[src/jsu_pkg.sv]
`timescale 1ns / 1ps
// jsu_pkg: shared types, constants and helper functions for the JSON string unescaper.
// Used by jsu_decode, jsu_serializer, json_string_unescape_utf8 and tb_top; depends on nothing.
package jsu_pkg;

	// length counter width and derived limits
	localparam int LEN_W     = 17;
	localparam int CAP_W     = 16;
	localparam int TOTAL_W   = 17;
	localparam int CMP_W     = (LEN_W > CAP_W) ? LEN_W : CAP_W;
	localparam int MAX_BYTES = 4;

	// configuration register indexes
	localparam logic CFG_CAPACITY     = 1'b0;
	localparam logic CFG_MEASURE_ONLY = 1'b1;

	// characters that matter to the escape decoder
	localparam logic [7:0] CH_BSLASH = 8'h5C;
	localparam logic [7:0] CH_QUOTE  = 8'h22;
	localparam logic [7:0] CH_SLASH  = 8'h2F;
	localparam logic [7:0] CH_B      = 8'h62;
	localparam logic [7:0] CH_F      = 8'h66;
	localparam logic [7:0] CH_N      = 8'h6E;
	localparam logic [7:0] CH_R      = 8'h72;
	localparam logic [7:0] CH_T      = 8'h74;
	localparam logic [7:0] CH_U      = 8'h75;

	// surrogate ranges
	localparam logic [15:0] HI_SUR_FIRST = 16'hD800;
	localparam logic [15:0] HI_SUR_LAST  = 16'hDBFF;
	localparam logic [15:0] LO_SUR_FIRST = 16'hDC00;
	localparam logic [15:0] LO_SUR_LAST  = 16'hDFFF;

	typedef enum logic [2:0] {
		MODE_NORMAL,
		MODE_ESCAPE,
		MODE_HEX_FIRST,
		MODE_WANT_BSLASH,
		MODE_WANT_U,
		MODE_HEX_LOW
	} mode_t;

	typedef enum logic [1:0] {
		STATUS_OK,
		STATUS_INVALID,
		STATUS_TOO_SMALL
	} status_t;

	// per-string decode state
	typedef struct packed {
		mode_t             mode;
		logic [1:0]        hex_cnt;
		logic [15:0]       acc;
		logic [9:0]        hi;
		logic [LEN_W-1:0]  len;
		logic              err;
	} st_t;

	// all results caused by one input item
	typedef struct packed {
		logic [2:0]                   cnt;
		logic                         bvalid;
		logic [MAX_BYTES-1:0][7:0]    bytes;
		logic [MAX_BYTES-1:0]         kept;
		logic                         done;
		status_t                      status;
		logic [TOTAL_W-1:0]           total;
	} grp_t;

	// one result item
	typedef struct packed {
		logic [7:0]          out_byte;
		logic                bvalid;
		logic                kept;
		logic                run_last;
		logic                done;
		status_t             status;
		logic [TOTAL_W-1:0]  total;
	} res_t;

	// utf-8 encoding of one code point
	typedef struct packed {
		logic [2:0]                 n;
		logic [MAX_BYTES-1:0][7:0]  b;
	} utf8_t;

	// hex digit value, bit 4 set when the character is a hex digit
	function automatic logic [4:0] hex_val(input logic [7:0] c);
		logic [4:0] r;
		r = 5'd0;
		if (c >= 8'h30 && c <= 8'h39)      r = {1'b1, 4'(c - 8'h30)};
		else if (c >= 8'h61 && c <= 8'h66) r = {1'b1, 4'(c - 8'h57)};
		else if (c >= 8'h41 && c <= 8'h46) r = {1'b1, 4'(c - 8'h37)};
		return r;
	endfunction

	function automatic utf8_t utf8_enc(input logic [20:0] cp);
		utf8_t r;
		r = '0;
		if (cp < 21'h80) begin
			r.n    = 3'd1;
			r.b[0] = cp[7:0];
		end else if (cp < 21'h800) begin
			r.n    = 3'd2;
			r.b[0] = {3'b110, cp[10:6]};
			r.b[1] = {2'b10, cp[5:0]};
		end else if (cp < 21'h10000) begin
			r.n    = 3'd3;
			r.b[0] = {4'b1110, cp[15:12]};
			r.b[1] = {2'b10, cp[11:6]};
			r.b[2] = {2'b10, cp[5:0]};
		end else begin
			r.n    = 3'd4;
			r.b[0] = {5'b11110, cp[20:18]};
			r.b[1] = {2'b10, cp[17:12]};
			r.b[2] = {2'b10, cp[11:6]};
			r.b[3] = {2'b10, cp[5:0]};
		end
		return r;
	endfunction

	// length plus a small step, saturating at the counter maximum
	function automatic logic [LEN_W-1:0] len_add(input logic [LEN_W-1:0] l, input logic [2:0] d);
		logic [LEN_W:0] s;
		s = {1'b0, l} + (LEN_W+1)'(d);
		if (s[LEN_W]) return {LEN_W{1'b1}};
		return s[LEN_W-1:0];
	endfunction

	// length reported on the final result, masked to the output width
	function automatic logic [TOTAL_W-1:0] to_total(input logic [LEN_W-1:0] l);
		logic [LEN_W+TOTAL_W-1:0] w;
		w = (LEN_W+TOTAL_W)'(l);
		return w[TOTAL_W-1:0];
	endfunction

endpackage

[src/jsu_decode.sv]
`timescale 1ns / 1ps
// jsu_decode: escape and surrogate decoder for one registered input byte.
// Depends on jsu_pkg; produces the result group and the next decode state.
module jsu_decode (
	input  logic [7:0]                 in_byte,
	input  logic                       last,
	input  jsu_pkg::st_t               st,
	input  logic [jsu_pkg::CAP_W-1:0]  capacity,
	input  logic                       measure_only,
	output logic                       has_result,
	output jsu_pkg::grp_t              grp,
	output jsu_pkg::st_t               nst
);

	logic [4:0]                          hv;
	logic [15:0]                         acc_new;
	logic                                hex_done;
	logic [20:0]                         pair_cp;
	jsu_pkg::utf8_t                      enc;
	logic [2:0]                          n;
	logic [jsu_pkg::MAX_BYTES-1:0][7:0]  bytes;
	logic                                err;
	logic [jsu_pkg::LEN_W-1:0]           len_new;
	logic [jsu_pkg::LEN_W-1:0]           idx [jsu_pkg::MAX_BYTES];
	logic [jsu_pkg::MAX_BYTES-1:0]       kept;
	logic                                too_small;

	// hex digit accumulation shared by both \u states
	assign hv       = jsu_pkg::hex_val(in_byte);
	assign acc_new  = {st.acc[11:0], hv[3:0]};
	assign hex_done = hv[4] && (st.hex_cnt == 2'd3);
	assign pair_cp  = {11'({1'b0, st.hi} + 11'd64), acc_new[9:0]};

	// mode machine: bytes emitted and next state
	always_comb begin
		nst   = st;
		n     = 3'd0;
		bytes = '0;
		err   = st.err;
		enc   = '0;
		if (!st.err) begin
			unique case (st.mode) inside
				jsu_pkg::MODE_NORMAL: begin
					if (in_byte == jsu_pkg::CH_BSLASH) begin
						nst.mode = jsu_pkg::MODE_ESCAPE;
					end else begin
						n        = 3'd1;
						bytes[0] = in_byte;
					end
				end
				jsu_pkg::MODE_ESCAPE: begin
					nst.mode = jsu_pkg::MODE_NORMAL;
					n        = 3'd1;
					case (in_byte) inside
						jsu_pkg::CH_QUOTE, jsu_pkg::CH_BSLASH, jsu_pkg::CH_SLASH:
							bytes[0] = in_byte;
						jsu_pkg::CH_B: bytes[0] = 8'h08;
						jsu_pkg::CH_F: bytes[0] = 8'h0C;
						jsu_pkg::CH_N: bytes[0] = 8'h0A;
						jsu_pkg::CH_R: bytes[0] = 8'h0D;
						jsu_pkg::CH_T: bytes[0] = 8'h09;
						jsu_pkg::CH_U: begin
							n           = 3'd0;
							nst.mode    = jsu_pkg::MODE_HEX_FIRST;
							nst.hex_cnt = 2'd0;
							nst.acc     = 16'd0;
						end
						default: begin
							n   = 3'd0;
							err = 1'b1;
						end
					endcase
				end
				jsu_pkg::MODE_HEX_FIRST, jsu_pkg::MODE_HEX_LOW: begin
					if (!hv[4]) begin
						err = 1'b1;
					end else begin
						nst.acc     = acc_new;
						nst.hex_cnt = hex_done ? 2'd0 : st.hex_cnt + 2'd1;
						if (hex_done && st.mode == jsu_pkg::MODE_HEX_FIRST) begin
							if (acc_new >= jsu_pkg::HI_SUR_FIRST &&
									acc_new <= jsu_pkg::HI_SUR_LAST) begin
								nst.hi   = acc_new[9:0];
								nst.mode = jsu_pkg::MODE_WANT_BSLASH;
							end else if (acc_new >= jsu_pkg::LO_SUR_FIRST &&
									acc_new <= jsu_pkg::LO_SUR_LAST) begin
								err = 1'b1;
							end else begin
								nst.mode = jsu_pkg::MODE_NORMAL;
								enc      = jsu_pkg::utf8_enc({5'd0, acc_new});
								n        = enc.n;
								bytes    = enc.b;
							end
						end else if (hex_done) begin
							if (acc_new < jsu_pkg::LO_SUR_FIRST ||
									acc_new > jsu_pkg::LO_SUR_LAST) begin
								err = 1'b1;
							end else begin
								nst.mode = jsu_pkg::MODE_NORMAL;
								enc      = jsu_pkg::utf8_enc(pair_cp);
								n        = enc.n;
								bytes    = enc.b;
							end
						end
					end
				end
				jsu_pkg::MODE_WANT_BSLASH: begin
					if (in_byte == jsu_pkg::CH_BSLASH) nst.mode = jsu_pkg::MODE_WANT_U;
					else err = 1'b1;
				end
				jsu_pkg::MODE_WANT_U: begin
					if (in_byte == jsu_pkg::CH_U) begin
						nst.mode    = jsu_pkg::MODE_HEX_LOW;
						nst.hex_cnt = 2'd0;
						nst.acc     = 16'd0;
					end else begin
						err = 1'b1;
					end
				end
				default: err = 1'b1;
			endcase
			// string ends inside an escape
			if (last && !err && nst.mode != jsu_pkg::MODE_NORMAL) err = 1'b1;
		end
		nst.err = err;
		nst.len = jsu_pkg::len_add(st.len, n);
		// everything returns to idle after the final byte
		if (last) nst = '0;
	end

	// byte indexes and kept flags, one per emitted byte
	always_comb begin
		for (int i = 0; i < jsu_pkg::MAX_BYTES; i++) begin
			idx[i]  = jsu_pkg::len_add(st.len, 3'(i));
			kept[i] = !measure_only && (i < int'(n)) &&
				(jsu_pkg::CMP_W'(idx[i]) < jsu_pkg::CMP_W'(capacity));
		end
	end

	assign len_new   = jsu_pkg::len_add(st.len, n);
	assign too_small = !measure_only &&
		(jsu_pkg::CMP_W'(len_new) > jsu_pkg::CMP_W'(capacity));

	// result group
	always_comb begin
		has_result = (n != 3'd0) || last;
		grp        = '0;
		grp.cnt    = (n == 3'd0) ? 3'd1 : n;
		grp.bvalid = (n != 3'd0);
		grp.bytes  = bytes;
		grp.kept   = kept;
		grp.done   = last;
		if (last) begin
			grp.total = jsu_pkg::to_total(len_new);
			if (err) grp.status = jsu_pkg::STATUS_INVALID;
			else if (too_small) grp.status = jsu_pkg::STATUS_TOO_SMALL;
			else grp.status = jsu_pkg::STATUS_OK;
		end
	end

endmodule

[src/jsu_serializer.sv]
`timescale 1ns / 1ps
// jsu_serializer: group register that hands out its items one per cycle while res_ready is high, with a one-deep skid.
// Depends on jsu_pkg.
module jsu_serializer (
	input  logic           clk,
	input  logic           arst_n,
	input  logic           load,
	input  jsu_pkg::grp_t  grp_in,
	output logic           free,
	output logic           res_valid,
	input  logic           res_ready,
	output jsu_pkg::res_t  res
);

	jsu_pkg::grp_t  grp_s2;
	logic           vld_s2;
	logic [1:0]     idx_q;
	jsu_pkg::grp_t  grp_skid_q;
	logic           vld_skid_q;
	logic           at_last;
	logic           fire;
	logic           head_free;
	logic           skid_load;

	assign at_last   = ({1'b0, idx_q} == grp_s2.cnt - 3'd1);
	assign fire      = vld_s2 && res_ready;
	assign head_free = !vld_s2 || (res_ready && at_last);
	assign free      = !vld_skid_q || head_free;
	// a new group parks in the skid while the head is busy or the skid moves up
	assign skid_load = load && (vld_skid_q || !head_free);

	// head group valid and position within the group
	always_ff @(posedge clk or negedge arst_n) begin
		if (!arst_n) begin
			vld_s2 <= 1'b0;
			idx_q  <= 2'd0;
		end else if (head_free) begin
			vld_s2 <= vld_skid_q || load;
			idx_q  <= 2'd0;
		end else if (fire) begin
			idx_q <= idx_q + 2'd1;
		end
	end

	// head group payload, the skid goes first
	always_ff @(posedge clk) begin
		if (head_free) begin
			if (vld_skid_q) grp_s2 <= grp_skid_q;
			else if (load) grp_s2 <= grp_in;
		end
	end

	// skid valid
	always_ff @(posedge clk or negedge arst_n) begin
		if (!arst_n) begin
			vld_skid_q <= 1'b0;
		end else if (skid_load) begin
			vld_skid_q <= 1'b1;
		end else if (head_free) begin
			vld_skid_q <= 1'b0;
		end
	end

	// skid payload
	always_ff @(posedge clk) begin
		if (skid_load) grp_skid_q <= grp_in;
	end

	// current item of the group; done fields only on its last item
	always_comb begin
		res          = '0;
		res.out_byte = grp_s2.bytes[idx_q];
		res.bvalid   = grp_s2.bvalid;
		res.kept     = grp_s2.kept[idx_q];
		res.run_last = at_last;
		if (at_last && grp_s2.done) begin
			res.done   = 1'b1;
			res.status = grp_s2.status;
			res.total  = grp_s2.total;
		end
	end

	assign res_valid = vld_s2;

endmodule

[src/json_string_unescape_utf8.sv]
`timescale 1ns / 1ps
// json_string_unescape_utf8: JSON string body to UTF-8 unescaper, top level.
// Depends on jsu_pkg, jsu_decode and jsu_serializer.
//
//  channel  dir  handshake              payload
//  s_*      in   s_tvalid / s_tready    s_tdata = in_byte, s_tlast = end_of_string
//  m_*      out  m_tvalid / m_tready    m_tdata, m_tuser, m_tlast = run_last
//  cfg_*    in   cfg_valid / cfg_ready  cfg_index, cfg_data
//
// An input item is registered, decoded in one pass and its results (up to four) land in
// the group register, from which the first result is taken. The group drains one result
// per cycle while m_tready is high. A one-deep skid takes the next group while the head
// drains, so the input can take new items meanwhile; a group of several results followed
// at once by items with results stalls the input. A stalled m_tready holds the groups.
// Reset clears the decode state and valids, capacity to 65535, measure_only to 0.
module json_string_unescape_utf8 (
	input  logic         clk,
	input  logic         arst_n,
	input  logic         s_tvalid,
	output logic         s_tready,
	input  logic [7:0]   s_tdata,   // [7:0] in_byte
	input  logic         s_tlast,
	output logic         m_tvalid,
	input  logic         m_tready,
	output logic [31:0]  m_tdata,   // [7:0] out_byte, [8] kept, [10:9] status,
	                                // [27:11] total_length, [31:28] zero
	output logic [1:0]   m_tuser,   // [0] byte_valid, [1] done_res
	output logic         m_tlast,
	input  logic         cfg_valid,
	output logic         cfg_ready,
	input  logic         cfg_index,
	input  logic [15:0]  cfg_data
);

	logic [jsu_pkg::CAP_W-1:0]  capacity_q;
	logic                       measure_only_q;
	logic                       vld_s1;
	logic [7:0]                 byte_s1;
	logic                       last_s1;
	jsu_pkg::st_t               st_q;
	jsu_pkg::st_t               nst;
	jsu_pkg::grp_t              grp;
	jsu_pkg::res_t              res;
	logic                       has_result;
	logic                       ser_free;
	logic                       adv;

	// configuration registers
	assign cfg_ready = 1'b1;
	always_ff @(posedge clk or negedge arst_n) begin
		if (!arst_n) begin
			capacity_q     <= {jsu_pkg::CAP_W{1'b1}};
			measure_only_q <= 1'b0;
		end else if (cfg_valid && cfg_ready) begin
			if (cfg_index == jsu_pkg::CFG_CAPACITY) capacity_q <= cfg_data;
			if (cfg_index == jsu_pkg::CFG_MEASURE_ONLY) measure_only_q <= cfg_data[0];
		end
	end

	// the registered item moves on when it has no result or the serializer can take its group
	assign adv      = vld_s1 && (!has_result || ser_free);
	assign s_tready = !vld_s1 || adv;

	// input register
	always_ff @(posedge clk or negedge arst_n) begin
		if (!arst_n) begin
			vld_s1 <= 1'b0;
		end else if (s_tready) begin
			vld_s1 <= s_tvalid;
		end
	end

	always_ff @(posedge clk) begin
		if (s_tvalid && s_tready) begin
			byte_s1 <= s_tdata;
			last_s1 <= s_tlast;
		end
	end

	// decode state
	always_ff @(posedge clk or negedge arst_n) begin
		if (!arst_n) begin
			st_q <= '0;
		end else if (adv) begin
			st_q <= nst;
		end
	end

	jsu_decode u_decode (
		.in_byte      (byte_s1),
		.last         (last_s1),
		.st           (st_q),
		.capacity     (capacity_q),
		.measure_only (measure_only_q),
		.has_result   (has_result),
		.grp          (grp),
		.nst          (nst)
	);

	jsu_serializer u_serializer (
		.clk       (clk),
		.arst_n    (arst_n),
		.load      (adv && has_result),
		.grp_in    (grp),
		.free      (ser_free),
		.res_valid (m_tvalid),
		.res_ready (m_tready),
		.res       (res)
	);

	// output packing
	assign m_tdata = {4'd0, res.total, res.status, res.kept, res.out_byte};
	assign m_tuser = {res.done, res.bvalid};
	assign m_tlast = res.run_last;

`ifndef SYNTH
	// the final result of a string always closes its run
	a_done_is_run_last: assert property (@(posedge clk) disable iff (!arst_n)
		(m_tvalid && m_tuser[1]) |-> m_tlast)
		else $error("done result without run_last");

	// status and length stay zero away from the final result
	a_status_only_on_done: assert property (@(posedge clk) disable iff (!arst_n)
		(m_tvalid && !m_tuser[1]) |-> (m_tdata[27:9] == 19'd0))
		else $error("status or length on a non-final result");

	// the decode state is back to idle after the final byte
	a_clear_after_last: assert property (@(posedge clk) disable iff (!arst_n)
		(adv && last_s1) |=> (st_q.len == '0 && st_q.mode == jsu_pkg::MODE_NORMAL &&
			!st_q.err))
		else $error("decode state not cleared after final byte");
`endif

endmodule

[config.mk]
export PLATFORM = sky130hd
export DESIGN_NAME = json_string_unescape_utf8
export DESIGN_NICKNAME = d
export VERILOG_FILES = /design/src/jsu_pkg.sv /design/src/jsu_decode.sv /design/src/jsu_serializer.sv /design/src/json_string_unescape_utf8.sv
export SDC_FILE = /design/constraint.sdc
export NUM_CORES = 1
export LEC_CHECK = 0
export BUFFER_PORTS_ARGS = -buffer_cell sky130_fd_sc_hd__clkbuf_2
export CAP_MARGIN = 25
export CORE_MARGIN = 1.5
export CORE_UTILIZATION = 49
export CTS_CLUSTER_DIAMETER = 40
export CTS_CLUSTER_SIZE = 14
export DETAILED_ROUTE_END_ITERATION = 12
export PLACE_DENSITY = 0.66
export SYNTH_ARGS = -nofsm -noshare
export SYNTH_HDL_FRONTEND = slang
export SYNTH_HIERARCHICAL = 1
export SYNTH_SLANG_ARGS = --single-unit
[constraint.sdc]
create_clock -name clk -period 8.2 [get_ports clk]
set_input_delay 0.82 -clock clk [delete_from_list [all_inputs] [get_ports clk]]
set_output_delay 0.82 -clock clk [all_outputs]
set_load 0.02 [all_outputs]
==> impl_results.md, run 1 <==
- Crit-path cells: inv_1, ha_1, or3b_1, a2111o_1, nand3_1, o211ai_1, a31oi_1, ha_1, a21o_1, a21oi_1, nor3_1, nand2_1, nand2_1, ha_1, a21o_1, a21o_1, a221oi_1, o211ai_1, a31oi_1, nor3b_1, mux2_2
- Storage element area: 0.00557 mm²
- Fin. max-slew vios: 0
- Area Growth Syn to Fin: 7.66%
- DPL Wire Length: 24,000 µm
- DRC errors left: 0
- RSZ-0062 raised after global routing: false
- Fin. Hold Viols: 0
- Max-slew headroom: 36.6%
- YS warnings: 6
- Synthesized cell area: 0.0132 mm²
- Via Count: 10,025
- Clock sinks: 196
- Crit path max fanout: 19
- WL per Instance: 20.5 µm
- Die Ht: 167 µm
- H-tree depth: 4
- Worst-margin pin slew: 0.944 ns
- Initial core utilization: 50.3%
- Status: completed
- Period utilisation layout: 78.3%
- Post-route cell area: 0.0142 mm²
- TritonCTS buffer count: 17
- Number of diodes: 0
- Place WS: 1.90 ns
- Setup slack, reg-to-reg: 1.78 ns
- Maxcap violations: 0
- Drt first pass iters: 5
- VDD IR max: 0.000138 V
- Setup crit start kind: register
- Vias per inst: 6.18
- Post-CTS Setup Inserts: 0
- Antenna Nets Post-Route: 0
- Avg Synthesized Cell Area: 10.5 µm²
- Die extent in x: 167 µm
- Gr ovfl total: 0
- Crit path DAT: 6.62 ns
- Nets: 1,396
- Vias in the first global route: 9,583
- CP Class: register to register
- Routability congestion estimate: 0.941
- Power per Cell Area: 236 mW/mm²
- CTS tree: done
- Core ar.: 0.0263 mm²
- Worst setup EP type: register
- Total track usage: 24.5%
- Die area: 0.0280 mm²
- Commonest non-fill, non-tap cells in the layout: edfxtp_1 (129), mux2_2 (119), nor2_1 (93)
- Layout cells sized above 1: 21.2%
- Worst Hold Class: register to register
- Port Buffer Count: 63
- Critical Path RT: 8.39 ns
- Final Setup Violations: 0
- Pleak: 6.01 nW
- First-pass GRT wire length: 54,000 µm
- Maximum buffer depth of the clock tree: 2
- DRT iter0 DRCs: 1,083
- Hold buffers post-CTS: 0
- Clock latency on the worst-skew pair: 0.44 ns
- CP max stage cell: nand2_1
- Largest net degree at the start of global routing: 68
- Clock root cell: clkbuf_16
- Clock skew: 0.0126 ns
- Setup tns final: 0 ns
- Fill count: 2,338
- IO Count: 69
- Area after DPL: 0.0136 mm²
- Slowest stage delay, CP: 0.58 ns
- Initial antenna violation count: 0
- F_max: 0.156 GHz
- Worst setup margin: 1.78 ns
- Min Tclk post-route: 6.42 ns
- Commonest non-fill, non-tap cell in the layout: edfxtp_1
- Post_cts resized: 0
- FP Rows: 59
- Area of the multi-input gates: 0.00709 mm²
- Drt total wl: 33,300 µm
- Reg clk slew, reported paths: 0.08 ns
- Cells after synthesis: 1,258
registers in the layout (all words and copies together), names as in the netlist:
signal                   count
u_serializer/res             1
capacity_q                  16
byte_s1                      8
u_serializer/res_valid       1
last_s1                      1
u_serializer/grp_skid_q     60
u_serializer/grp_s2         59
vld_s1                       1
u_serializer/vld_skid_q      1
st_q                        45
measure_only_q               1
u_serializer/idx_q           2
layer usage:
layer / vias up / wire length [µm] / part of all wire (%) / global-route usage, %
met3: 49 / 2160 / 6.5 / 3.73
met2: 405 / 14000 / 42 / 35.3
met1: 4879 / 16400 / 49 / 37.9
met5: - / 0 / 0 / 0
met4: 0 / 715 / 2.1 / 7.32
li1: 4692 / - / - / -
final cells by class:
type / count / area share, %
inverter: 36 / 0.950
sequential: 196 / 39.2
clock inverter: 14 / 1.20
tap: 335 / 2.95
clock buffer: 18 / 3.02
multi-input combinational: 946 / 49.8
timing repair buffer: 76 / 2.90
critical path, delay by kind of cell, from the launching register on:
| kind | cells | cell delay, ns |
|---|---|---|
| and+or+nand+nor | 6 | 2.11 |
| muxes | 1 | 0.29 |
| buffers and inverters | 1 | 0.22 |
| AOI/OAI and AO/OA | 10 | 2.22 |
| DFF | 1 | 0.48 |
| adders and majority gates | 3 | 0.83 |
stage by stage:
| step | util [%] | hold slack, ns | cells | power, mW |
|---|---|---|---|---|
| final | 54.1 | 0.546 | 1621 | 3.36 |
| after global routing | 54.1 | 0.532 | 1621 | 3.55 |
| after CTS | 54.1 | 0.538 | 1621 | 3.39 |
| after detailed placement | 51.9 | 0.531 | 1589 | 2.53 |
| after global placement | 51.9 | 0.524 | 1589 | 2.50 |
| after floorplan | - | 0.474 | 1263 | 2.26 |
path summary, 6_finish.rpt:
check,startpoint,to,depth (start not counted)
max,byte_s1[0],u_serializer/grp_s2[18],21
max in group asynchronous,arst_n,u_serializer/vld_skid_q,2
min in group asynchronous,arst_n,st_q[12],2
max reg2reg,byte_s1[0],u_serializer/grp_s2[18],21
min reg2reg,u_serializer/grp_skid_q[21],u_serializer/grp_s2[21],1
min,u_serializer/grp_skid_q[21],u_serializer/grp_s2[21],1
report_power, final:
| part | internal, mW | total (mW) | switching (mW) |
|---|---|---|---|
| Clock | 0.416 | 0.854 | 0.438 |
| Combinational | 0.434 | 1.04 | 0.602 |
| Sequential | 1.34 | 1.47 | 0.126 |
No activity file was read; power rests on OpenSTA's default activity.
==> run 2, diff against run 1 <==
--- a/config.mk
+++ b/config.mk
@@ -12,7 +12,7 @@
 export CTS_CLUSTER_DIAMETER = 40
 export CTS_CLUSTER_SIZE = 14
 export DETAILED_ROUTE_END_ITERATION = 12
-export PLACE_DENSITY = 0.66
+export PLACE_DENSITY = 0.69
 export SYNTH_ARGS = -nofsm -noshare
 export SYNTH_HDL_FRONTEND = slang
 export SYNTH_HIERARCHICAL = 1
==> constraint.sdc (replaced) <==
create_clock -name clk -period 5.5 [get_ports clk]
set_input_delay 0.55 -clock clk [delete_from_list [all_inputs] [get_ports clk]]
set_output_delay 0.55 -clock clk [all_outputs]
set_load 0.02 [all_outputs]
==> run 2 against run 1 <==
- maximum frequency up 24%
- combinational power rose by 53%
- die area unchanged
- clock skew up 0.00053 ns
- power is 50% higher
- highest routed layer unchanged
==> impl_results.md, run 2 (synthesis results as in run 1) <==
- DRT iter0 DRCs: 1,193
- Min Tclk post-route: 5.18 ns
- Area after DPL: 0.0139 mm²
- Final Setup Violations: 0
- Clk pwr share: 25.5%
- Port Buffer Count: 63
- NetSw: 1.74 mW
- Sw Share: 34.6%
- Initial core utilization: 50.3%
- Power, Total: 5.02 mW
- Period utilisation layout: 94.2%
- Clock sinks: 196
- Power Internal: 3.29 mW
- TritonCTS buffer count: 17
- Pleak: 6.21 nW
- WL per Instance: 19.9 µm
- H-tree depth: 4
- Crit path max fanout: 10
- Die extent in x: 167 µm
- Routability congestion estimate: 0.929
- Setup crit start kind: register
- Vias in the first global route: 9,464
- CP most frequent cell: a21o_1
- Worst Hold Class: primary input to register
- Layout cells sized above 1: 24.6%
- Maximum buffer depth of the clock tree: 2
- Fill count: 2,257
- Commonest non-fill, non-tap cells in the layout: edfxtp_1 (129), mux2_2 (119), nor2_1 (92)
- Crit-path cells: ha_1, nor3b_2, a21boi_1, buf_4, o21ai_0, or4_1, a31oi_4, ha_2, fa_1, a21o_1, nand3_2, nor2_2, xnor2_2, nand2_1, ha_1, a21o_1, a21o_1, a221oi_2, o211ai_1, a31oi_1, nor3b_1, mux2_2
- Largest net degree at the start of global routing: 68
- Via Count: 10,052
- Clock skew: 0.0131 ns
- Power per Cell Area: 345 mW/mm²
- DRC errors left: 0
- Critical Path RT: 5.70 ns
- CP Class: register to register
- IO Count: 69
- Crit path DAT: 5.38 ns
- VDD IR max: 0.000211 V
- Gr ovfl total: 0
- Antenna Nets Post-Route: 0
- DPL Wire Length: 23,800 µm
- Core ar.: 0.0263 mm²
- Drt first pass iters: 6
- Vias per inst: 6.06
- F_max: 0.193 GHz
- Worst-margin pin slew: 1.02 ns
- Initial antenna violation count: 2
- Setup tns final: 0 ns
- First-pass GRT wire length: 52,900 µm
- Hold buffers post-CTS: 0
- FP Rows: 59
- Status: completed
- Number of diodes: 0
- Die area: 0.0280 mm²
- Crit path max-delay family: compound AO/OA/AOI/OAI gates
- Worst setup EP type: register
- Maxcap violations: 0
- Commonest non-fill, non-tap cell in the layout: edfxtp_1
- Share of power burned in registers: 42.8%
- WHS: 0.274 ns
- CTS tree: done
- CP max stage cell: or4_1
- Post-route cell area: 0.0146 mm²
- Clock latency on the worst-skew pair: 0.45 ns
- Reg clk slew, reported paths: 0.08 ns
- Fin. max-slew vios: 0
- Top flop regs: u_serializer/grp_skid_q (60), u_serializer/grp_s2 (59), st_q (45)
- Core Util, Final: 55.5%
- Nets: 1,435
- CP Buf/Inv Count: 1
- Reg with most FFs: u_serializer/grp_skid_q
- Comb pwr share: 31.7%
- Clock root cell: clkbuf_16
- Area Growth Syn to Fin: 10.3%
- Max-slew headroom: 31.4%
- Total track usage: 24.1%
- Max FFs per register: 60
- Fin. Hold Viols: 0
- Slowest stage delay, CP: 0.46 ns
- Die Ht: 167 µm
- Drt total wl: 33,100 µm
[run 2: path summary, 6_finish.rpt]
check,start,endpoint,slack [ns],cells after the start
worst max-delay path,st_q[24],u_serializer/grp_s2[18],0.32,22
worst min-delay path,s_tdata[1],byte_s1[1],0.27,1
worst max register to register,st_q[24],u_serializer/grp_s2[18],0.32,22
worst min register to register,u_serializer/grp_skid_q[13],u_serializer/grp_s2[13],0.54,1
max in group asynchronous,arst_n,u_serializer/vld_skid_q,4.56,2
min in group asynchronous,arst_n,measure_only_q,0.32,2
[run 2: metal layers]
metal | GRT usage (%) | vias to the layer above | share of wire [%]
met2 | 35.7 | 393 | 44
met3 | 3.19 | 42 | 6.7
li1 | - | 4765 | -
met1 | 37.0 | 4852 | 48
met5 | 0 | - | 0
met4 | 6.46 | 0 | 1.4
[run 2: area by class of cell]
cell class | instances | area, µm² | share of cell area [%]
timing repair buffer | 115 | 706 | 4.84
tap | 335 | 419 | 2.88
multi-input combinational | 946 | 7150 | 49.0
clock inverter | 15 | 169 | 1.16
clock buffer | 17 | 425 | 2.92
inverter | 36 | 135 | 0.927
sequential | 196 | 5570 | 38.2
[run 2: power groups by stage]
| stage | combinational (mW) | clock (mW) | sequential [mW] |
|---|---|---|---|
| global route | 1.75 | 1.36 | 2.19 |
| global placement | 1.55 | 0 | 2.18 |
| finish | 1.59 | 1.28 | 2.15 |
| CTS | 1.59 | 1.31 | 2.16 |
| detailed placement | 1.58 | 0 | 2.19 |
| floorplan | 1.26 | 0 | 2.12 |
[run 2: worst reg2reg max path: cells and delay by family (launching register included)]
family                   cells  cell delay, ns
multiplexers                 1            0.28
AO/OA/AOI/OAI                9            1.63
buffers and inverters        1            0.18
XOR/XNOR                     1            0.14
AND/OR/NAND/NOR              6            1.19
flip-flops                   1            0.45
adder cells (fa/ha/maj)      4            1.08
[run 2: metrics by stage]
step / worst slack, ns / instances
after global routing: -0.0496 / 1660
after global placement: 0.379 / 1623
after detailed placement: 0.240 / 1623
after CTS: 0.215 / 1655
after floorplan: 0.217 / 1263
final: 0.320 / 1660
[run 2: repair_timing]
item                       4_1_cts  5_1_grt
gates resized for setup          0       15
setup endpoints to repair        0        2
buffers inserted                 0        5
hold endpoints to repair         0        0
